### src/hdl/ridad_pkg.sv
package ridad_pkg;

   localparam int MESSAGE_BYTES = 25;
   localparam int SERIAL_BYTES  = 20;
   localparam int CHUNK_COUNT   = 3;

   localparam logic [7:0] AD_TYPE_SERVICE_DATA = 8'h16;
   localparam logic [7:0] UUID_LOW_BYTE        = 8'hFA;
   localparam logic [7:0] UUID_HIGH_BYTE       = 8'hFF;
   localparam logic [7:0] APP_CODE_REMOTE_ID   = 8'h0D;
   localparam logic [7:0] SERIAL_PAD_SPACE     = 8'h20;
   localparam logic [7:0] MIN_STRUCT_LENGTH    = 8'h04;

   localparam logic [3:0][7:0] HEADER_BYTES = {APP_CODE_REMOTE_ID, UUID_HIGH_BYTE,
                                               UUID_LOW_BYTE, AD_TYPE_SERVICE_DATA};

   localparam logic [3:0] KIND_BASIC_ID = 4'h0;
   localparam logic [3:0] KIND_LOCATION = 4'h1;
   localparam logic [3:0] KIND_SYSTEM   = 4'h4;

   localparam logic [16:0] ALTITUDE_OFFSET = 17'd2000;

   typedef enum logic [1:0] {
      MATCH_NONE,
      MATCH_HEADER,
      MATCH_CAPTURE
   } match_type;

   typedef logic [MESSAGE_BYTES-1:0][7:0] message_type;

   typedef struct packed {
      logic [7:0]  advert_byte;
      logic        final_byte;
      logic [31:0] stamp;
   } req_type;

   typedef struct packed {
      logic               accepted;
      logic [3:0]         aircraft_type;
      logic signed [31:0] vehicle_lat;
      logic signed [31:0] vehicle_lon;
      logic signed [16:0] altitude_half_m;
      logic signed [31:0] pilot_lat;
      logic signed [31:0] pilot_lon;
      logic [2:0]         have_marks;
      logic [31:0]        update_time;
      logic [63:0]        serial_chunk;
      logic [1:0]         chunk_index;
      logic               run_end;
   } rsp_type;

endpackage

### src/hdl/ridad_parse.sv
module ridad_parse (
   input  logic                  clock,
   input  logic                  reset,
   input  logic                  take,
   input  logic [7:0]            advert_byte,
   input  logic                  final_byte,
   output ridad_pkg::message_type msg_view,
   output logic                  merge_ok
);
   import ridad_pkg::*;

   logic [7:0] pos_ff, pos_in;
   logic [8:0] nss_ff, nss_in;
   logic [7:0] slen_ff, slen_in;
   logic       stopped_ff, stopped_in;
   match_type  match_ff, match_in;
   logic [7:0] msg_ff [MESSAGE_BYTES];

   logic       active;
   logic [9:0] rel;
   logic [9:0] rel_cap;
   logic [9:0] rel_hdr;
   logic [4:0] cap_idx;
   logic       cap_we;
   logic [7:0] len_after;

   always_comb begin
      active     = (pos_ff != 8'd255);
      rel        = {2'b00, pos_ff} + 10'd1 + {2'b00, slen_ff} - {1'b0, nss_ff};
      rel_cap    = rel - 10'd6;
      rel_hdr    = rel - 10'd1;
      cap_idx    = rel_cap[4:0];
      pos_in     = pos_ff;
      nss_in     = nss_ff;
      slen_in    = slen_ff;
      stopped_in = stopped_ff;
      match_in   = match_ff;
      cap_we     = 1'b0;
      if (active) begin
         pos_in = pos_ff + 8'd1;
         if (!stopped_ff && ({1'b0, pos_ff} == nss_ff)) begin
            if (advert_byte == 8'd0) begin
               stopped_in = 1'b1;
               match_in   = MATCH_NONE;
            end else begin
               slen_in  = advert_byte;
               nss_in   = {1'b0, pos_ff} + 9'd1 + {1'b0, advert_byte};
               match_in = (advert_byte >= MIN_STRUCT_LENGTH) ? MATCH_HEADER : MATCH_NONE;
            end
         end else if (match_ff == MATCH_HEADER && rel >= 10'd1 && rel <= 10'd4) begin
            if (advert_byte != HEADER_BYTES[rel_hdr[1:0]]) begin
               match_in = MATCH_NONE;
            end else if (rel == 10'd4) begin
               stopped_in = 1'b1;
               match_in   = (slen_ff >= 8'(MESSAGE_BYTES + 5)) ? MATCH_CAPTURE : MATCH_NONE;
            end
         end else if (match_ff == MATCH_CAPTURE && rel >= 10'd6
                      && rel <= 10'(MESSAGE_BYTES + 5)) begin
            cap_we = 1'b1;
         end
      end
      len_after = pos_in;
      merge_ok  = (len_after >= 8'd4) && (match_in == MATCH_CAPTURE)
                  && (nss_in <= {1'b0, len_after});
      for (int i = 0; i < MESSAGE_BYTES; i++) begin
         msg_view[i] = (cap_we && cap_idx == 5'(i)) ? advert_byte : msg_ff[i];
      end
   end

   always_ff @(posedge clock) begin
      if (reset) begin
         pos_ff     <= '0;
         nss_ff     <= '0;
         slen_ff    <= '0;
         stopped_ff <= 1'b0;
         match_ff   <= MATCH_NONE;
      end else if (take) begin
         if (final_byte) begin
            pos_ff     <= '0;
            nss_ff     <= '0;
            slen_ff    <= '0;
            stopped_ff <= 1'b0;
            match_ff   <= MATCH_NONE;
         end else begin
            pos_ff     <= pos_in;
            nss_ff     <= nss_in;
            slen_ff    <= slen_in;
            stopped_ff <= stopped_in;
            match_ff   <= match_in;
         end
      end
   end

   always_ff @(posedge clock) begin
      if (take && cap_we) begin
         msg_ff[cap_idx] <= advert_byte;
      end
   end

endmodule

### src/hdl/remote_id_advert_decoder_unit.sv
// Remote ID legacy advert decoder: takes one advert byte per cycle while no
// result run is busy, walks the length-type-data structures and captures the
// 25-byte Remote ID message. A byte marked final merges the message into the
// vehicle record and starts a run of three result items (record plus one
// 64-bit serial chunk each). The serial lives in a three-word chunk memory
// read one word per cycle; byte intake pauses from the final byte until the
// run's last item enters the output register, and the run advances only while
// the output register is empty or its item is taken.
module remote_id_advert_decoder_unit (
   input  logic              clock,
   input  logic              reset,
   input  logic              req_valid,
   output logic              req_ready,
   input  ridad_pkg::req_type req_item,
   output logic              rsp_valid,
   input  logic              rsp_ready,
   output ridad_pkg::rsp_type rsp_item
);
   import ridad_pkg::*;

   logic        take;
   logic        take_final;
   message_type msg_view;
   logic        merge_ok;
   logic [3:0]  kind;
   logic [31:0] loc_lat, loc_lon, sys_lat, sys_lon;
   logic [16:0] alt_raw;

   logic [3:0]  atype_ff, atype_in;
   logic [31:0] vlat_ff, vlat_in, vlon_ff, vlon_in;
   logic [16:0] alt_ff, alt_in;
   logic [31:0] plat_ff, plat_in, plon_ff, plon_in;
   logic [2:0]  have_ff, have_in;
   logic [31:0] upd_ff, upd_in;
   logic        ok_ff, ok_in;
   logic        newser_ff, newser_in;
   logic [CHUNK_COUNT-1:0][63:0] snap_ff, snap_in;

   logic [SERIAL_BYTES-1:0]      nonblank, keep;
   logic [SERIAL_BYTES-1:0][7:0] serial;

   logic        run_ff, run_in;
   logic [1:0]  k_ff, k_in;
   logic        advance, last;
   logic        out_valid_ff, out_valid_in;
   rsp_type     out_ff, out_in;

   logic [63:0] ser_mem [CHUNK_COUNT];
   logic [CHUNK_COUNT-1:0] ser_vld_ff;
   logic [63:0] rd_data_ff;
   logic        rd_vld_ff;
   logic [63:0] chunk;

   ridad_parse u_parse (
      .clock       (clock),
      .reset       (reset),
      .take        (take),
      .advert_byte (req_item.advert_byte),
      .final_byte  (req_item.final_byte),
      .msg_view    (msg_view),
      .merge_ok    (merge_ok)
   );

   assign take       = req_valid && req_ready;
   assign take_final = take && req_item.final_byte;

   always_comb begin
      kind    = msg_view[0][7:4];
      loc_lat = {msg_view[8], msg_view[7], msg_view[6], msg_view[5]};
      loc_lon = {msg_view[12], msg_view[11], msg_view[10], msg_view[9]};
      sys_lat = {msg_view[5], msg_view[4], msg_view[3], msg_view[2]};
      sys_lon = {msg_view[9], msg_view[8], msg_view[7], msg_view[6]};
      alt_raw = {1'b0, msg_view[16], msg_view[15]};

      for (int i = 0; i < SERIAL_BYTES; i++) begin
         nonblank[i] = (msg_view[i+2] != SERIAL_PAD_SPACE) && (msg_view[i+2] != 8'd0);
      end
      for (int i = 0; i < SERIAL_BYTES; i++) begin
         keep[i] = 1'b0;
         for (int j = 0; j < SERIAL_BYTES; j++) begin
            if (j >= i) begin
               keep[i] = keep[i] | nonblank[j];
            end
         end
         serial[i] = keep[i] ? msg_view[i+2] : 8'd0;
      end
      for (int c = 0; c < CHUNK_COUNT; c++) begin
         for (int j = 0; j < 8; j++) begin
            if (c * 8 + j < SERIAL_BYTES) begin
               snap_in[c][j*8 +: 8] = serial[c*8 + j];
            end else begin
               snap_in[c][j*8 +: 8] = 8'd0;
            end
         end
      end

      atype_in  = atype_ff;
      vlat_in   = vlat_ff;
      vlon_in   = vlon_ff;
      alt_in    = alt_ff;
      plat_in   = plat_ff;
      plon_in   = plon_ff;
      have_in   = have_ff;
      upd_in    = upd_ff;
      ok_in     = ok_ff;
      newser_in = newser_ff;
      if (take_final) begin
         ok_in     = 1'b0;
         newser_in = 1'b0;
         if (merge_ok) begin
            case (kind)
               KIND_BASIC_ID: begin
                  atype_in  = msg_view[1][3:0];
                  have_in   = have_ff | 3'b001;
                  upd_in    = req_item.stamp;
                  ok_in     = 1'b1;
                  newser_in = 1'b1;
               end
               KIND_LOCATION: begin
                  ok_in = 1'b1;
                  if (loc_lat != 32'd0 || loc_lon != 32'd0) begin
                     vlat_in = loc_lat;
                     vlon_in = loc_lon;
                     alt_in  = alt_raw - ALTITUDE_OFFSET;
                     have_in = have_ff | 3'b010;
                     upd_in  = req_item.stamp;
                  end
               end
               KIND_SYSTEM: begin
                  ok_in = 1'b1;
                  if (sys_lat != 32'd0 || sys_lon != 32'd0) begin
                     plat_in = sys_lat;
                     plon_in = sys_lon;
                     have_in = have_ff | 3'b100;
                     upd_in  = req_item.stamp;
                  end
               end
               default: begin
                  ok_in = 1'b0;
               end
            endcase
         end
      end
   end

   always_comb begin
      advance   = run_ff && (!out_valid_ff || rsp_ready);
      last      = advance && (k_ff == 2'(CHUNK_COUNT - 1));
      req_ready = !run_ff || last;
      run_in    = take_final ? 1'b1 : (last ? 1'b0 : run_ff);
      k_in      = advance ? (last ? 2'd0 : k_ff + 2'd1) : k_ff;
      out_valid_in = advance ? 1'b1 : (rsp_ready ? 1'b0 : out_valid_ff);

      chunk = newser_ff ? snap_ff[k_ff] : (rd_vld_ff ? rd_data_ff : 64'd0);
      out_in                 = out_ff;
      if (advance) begin
         out_in.accepted        = ok_ff;
         out_in.aircraft_type   = atype_ff;
         out_in.vehicle_lat     = vlat_ff;
         out_in.vehicle_lon     = vlon_ff;
         out_in.altitude_half_m = alt_ff;
         out_in.pilot_lat       = plat_ff;
         out_in.pilot_lon       = plon_ff;
         out_in.have_marks      = have_ff;
         out_in.update_time     = upd_ff;
         out_in.serial_chunk    = chunk;
         out_in.chunk_index     = k_ff;
         out_in.run_end         = (k_ff == 2'(CHUNK_COUNT - 1));
      end
   end

   always_ff @(posedge clock) begin
      if (reset) begin
         atype_ff     <= '0;
         vlat_ff      <= '0;
         vlon_ff      <= '0;
         alt_ff       <= '0;
         plat_ff      <= '0;
         plon_ff      <= '0;
         have_ff      <= '0;
         upd_ff       <= '0;
         ok_ff        <= 1'b0;
         newser_ff    <= 1'b0;
         run_ff       <= 1'b0;
         k_ff         <= '0;
         out_valid_ff <= 1'b0;
         ser_vld_ff   <= '0;
         rd_vld_ff    <= 1'b0;
      end else begin
         atype_ff     <= atype_in;
         vlat_ff      <= vlat_in;
         vlon_ff      <= vlon_in;
         alt_ff       <= alt_in;
         plat_ff      <= plat_in;
         plon_ff      <= plon_in;
         have_ff      <= have_in;
         upd_ff       <= upd_in;
         ok_ff        <= ok_in;
         newser_ff    <= newser_in;
         run_ff       <= run_in;
         k_ff         <= k_in;
         out_valid_ff <= out_valid_in;
         if (advance && newser_ff) begin
            ser_vld_ff[k_ff] <= 1'b1;
         end
         rd_vld_ff <= ser_vld_ff[k_in];
      end
   end

   always_ff @(posedge clock) begin
      out_ff <= out_in;
      if (take_final) begin
         snap_ff <= snap_in;
      end
   end

   // chunk memory: write the new serial during its run, read one word ahead
   always_ff @(posedge clock) begin
      if (advance && newser_ff) begin
         ser_mem[k_ff] <= snap_ff[k_ff];
      end
      rd_data_ff <= ser_mem[k_in];
   end

   assign rsp_valid = out_valid_ff;
   assign rsp_item  = out_ff;

endmodule

### config.mk
export PLATFORM = sky130hd
export DESIGN_NAME = remote_id_advert_decoder_unit
export DESIGN_NICKNAME = d
export VERILOG_FILES = /design/src/hdl/ridad_pkg.sv /design/src/hdl/ridad_parse.sv /design/src/hdl/remote_id_advert_decoder_unit.sv
export SDC_FILE = /design/constraint.sdc
export NUM_CORES = 1
export LEC_CHECK = 0
export BUFFER_PORTS_ARGS = -buffer_cell sky130_fd_sc_hd__buf_4
export CELL_PAD_IN_SITES_DETAIL_PLACEMENT = 1
export CELL_PAD_IN_SITES_GLOBAL_PLACEMENT = 2
export CORE_ASPECT_RATIO = 1.2
export CORE_MARGIN = 8
export CORE_UTILIZATION = 45
export DETAILED_ROUTE_END_ITERATION = 10
export PLACE_DENSITY = 0.85
export SLEW_MARGIN = 25
export SYNTH_ARGS = -nofsm -noshare
export SYNTH_HDL_FRONTEND = slang
export SYNTH_HIERARCHICAL = 1
export SYNTH_SLANG_ARGS = --single-unit
### constraint.sdc
create_clock -name clock -period 16.7 [get_ports clock]
set_clock_uncertainty 0.05 [all_clocks]
set_input_delay 0 -clock clock [delete_from_list [all_inputs] [get_ports clock]]
set_output_delay 0 -clock clock [all_outputs]
set_load 0.005 [all_outputs]
==> results.py <==
metrics = {
    "outcome": {
        "status": "completed",
    },
    "timing": {
        "max_freq_mhz": 121.0,
        "min_period_ns": 8.263,
        "timing.final.hold_violations": 0,
        "worst_slew_pin_slew_ns": 1.096,
        "maxSlewHeadroom_pct": 26.92,
        "setup_viol_count_final": 0,
        "rsz0062_at_grt": "no",
        "totalNegativeSetupSlack_ns": 0,
        "period_share_pct": 49.48,
        "drv_slew": 0,
        "worst_slack_ns": 8.437,
    },
    "floorplan": {
        "io-pin-count": 299,
        "coreArea_um2": 91740,
        "die_x_um": 292.8,
        "dieArea_um2": 101900,
        "start_util_pct": 45.09,
        "num_rows": 122,
        "die_h_um": 348.1,
    },
    "drt": {
        "drt_wl_total_um": 112300,
        "via_count": 24590,
        "drt_iter0_drc": 1699,
        "drc": 0,
        "drt_first_pass_iters": 5,
        "avgViaCountPerCell": 5.479,
        "drt-wirelength-per-cell_um": 25.02,
        "ant_nets": 0,
    },
    "clock_network": {
        "cts_buffers": 105,
        "clk_path_buf_depth": 3,
        "cts.repair.resized": 0,
        "cts_max_level": 3,
        "postCtsSetupRepairBufs": 0,
        "cts_num_sinks": 1058,
        "clk_pin_slew_ns": 0.06,
        "clock_latency_ns": 0.68,
        "root_buffer": "clkbuf_16",
        "tritoncts": "yes",
    },
    "finish": {
        "syn2layout_area_growth_pct": 16.53,
        "final_design_area_no_fill_um2": 48210,
        "final_nets": 3247,
        "fillers": 8876,
        "drive_above_1_share_pct": 21.37,
        "multi_input_area_um2": 11180,
        "seq_area_um2": 28910,
    },
    "worst_setup_path": {
        "crit_type": "flop to flop",
        "critPathSlowestCell": "nor3_1",
        "cp_max_fo": 33,
        "arrival_ns": 8.79,
        "worst_setup_path_end_kind": "flop",
        "critical_path.max_stage_delay_ns": 0.84,
        "cp.required_ns": 17.23,
        "start_kind": "flop",
        "cp_cell_sequence": "ha_1, and3_1, and3_1, xnor2_1, fa_1, inv_1, ha_1, xnor2_1, or3b_1, a2111oi_2, a211oi_1, or4_1, buf_4, nor3_2, mux2_2, nor4_2, nand4_1, nor3_1, a41o_2, buf_4, nand2_1, a21oi_1",
    },
    "synth": {
        "synth.cell_area_um2": 41370,
        "netlist_instances": 2965,
        "synth_nets": 3057,
        "avgSynthCellArea_um2": 13.95,
        "synth-warning-count": 6,
    },
    "placed_design": {
        "pre_cts_ws_ns": 8.452,
        "dpl.hpwl_um": 73720,
        "port_buffers": 298,
        "post_dp_cell_area_um2": 44330,
        "gp_congestion": 0.8354,
    },
    "grt": {
        "grt_use_total_pct": 21.41,
        "grt_pass1_vias": 26640,
        "grt-ovfl-total": 0,
        "antenna_found_initial": 2,
        "grt_max_degree": 144,
        "grt_pass1_wl_um": 168500,
    },
    "run": {
        "cap_viol_max_count": 0,
    },
    "power": {
        "p_per_area_nw_per_um2": 116.8,
        "ir_drop_mv": 0.07781,
        "power_leakage_nw": 16.87,
    },
    "worst_hold_path": {
        "timing.hold.worst.class": "input pin to flop",
    },
}
-- worst max-delay path, delay by kind of cell, from the launching register on --
family,cells,cell delay (ns)
AOI/OAI and AO/OA,4,1.45
adders and majority gates,3,0.93
and+or+nand+nor,9,3.51
DFF,1,0.48
buffers and inverters,3,0.92
xor gates and xnor gates,2,0.34
muxes,1,0.45
-- registers in the layout (all words and copies together) (netlist names), 4 cells and up --
| register | flops |
|---|---|
| plon_ff | 32 |
| rsp_item | 252 |
| alt_ff | 17 |
| ser_mem | 192 |
| u_parse/pos_ff | 8 |
| upd_ff | 32 |
| atype_ff | 4 |
| vlat_ff | 32 |
| u_parse/slen_ff | 8 |
| u_parse/msg_ff | 168 |
| plat_ff | 32 |
| rd_data_ff | 64 |
| vlon_ff | 32 |
| snap_ff | 160 |
| u_parse/nss_ff | 9 |
-- path summary, 6_finish.rpt --
check,start,end,slack [ns],depth (start not counted)
worst max-delay path,u_parse/pos_ff[1],plat_ff[19],8.44,22
worst min-delay path,req_item[15],upd_ff[15],0.1,4
worst max register to register,u_parse/pos_ff[1],plat_ff[19],8.44,22
worst min register to register,vlat_ff[5],rsp_item[220],0.38,0
-- layer usage --
metal,global-route usage [%],vias up,share of wire (%)
li1,-,11060,-
met1,27.23,12680,41
met2,37.55,671,51
met3,3.082,177,4.7
met4,6.973,0,3.1
met5,0,-,0
-- placed cells by master, fill, tap and decap left out, drive strengths merged, types with 10 or more instances in the layout --
master and n:
a211oi 17, a21oi 157, a22o 64, a22oi 15
and2 14, and3 10, buf 335, clkbuf 149
clkinv 37, dfxtp 286, dlygate4sd3 45, edfxtp 772
ha 38, inv 49, mux2 170, mux2i 239
nand2 195, nand2b 69, nand3 19, nand4 12
nor2 257, nor2b 14, nor3 41, nor4 32
o21ai 54, or3 19, xnor2 31
-- area by class of cell --
class	count	share of cell area (%)
antenna	1	0.005191
clock buffer	149	6.043
clock inverter	50	0.9889
inverter	44	0.3530
multi-input combinational	1566	23.19
sequential	1058	59.98
tap	1240	3.219
timing repair buffer	380	6.216
-- repair_timing --
| item | in CTS | in global routing |
|---|---|---|
| hold buffers | 44 | 1 |
| endpoints found under the hold margin | 206 | 105 |
| setup endpoints to repair | 0 | 0 |
-- per-stage QoR --
stage	util [%]	hold slack, ns	cells	power [mW]
after floorplan	-	0.04887	2965	3.192
final	52.54	0.09654	4488	5.629
after global routing	52.54	0.08974	4488	5.801
after detailed placement	48.32	0.2323	4242	3.356
after global placement	48.31	0.2150	4242	3.339
after CTS	52.50	0.03731	4485	5.673
-- power by group --
| group | internal, mW | total (mW) | switching, mW |
|---|---|---|---|
| registers | 2.87 | 2.90 | 0.0237 |
| clock network | 1.30 | 2.32 | 1.02 |
| logic | 0.141 | 0.414 | 0.273 |
| total | 4.32 | 5.63 | 1.31 |
Power figures use the tool's default switching activity.
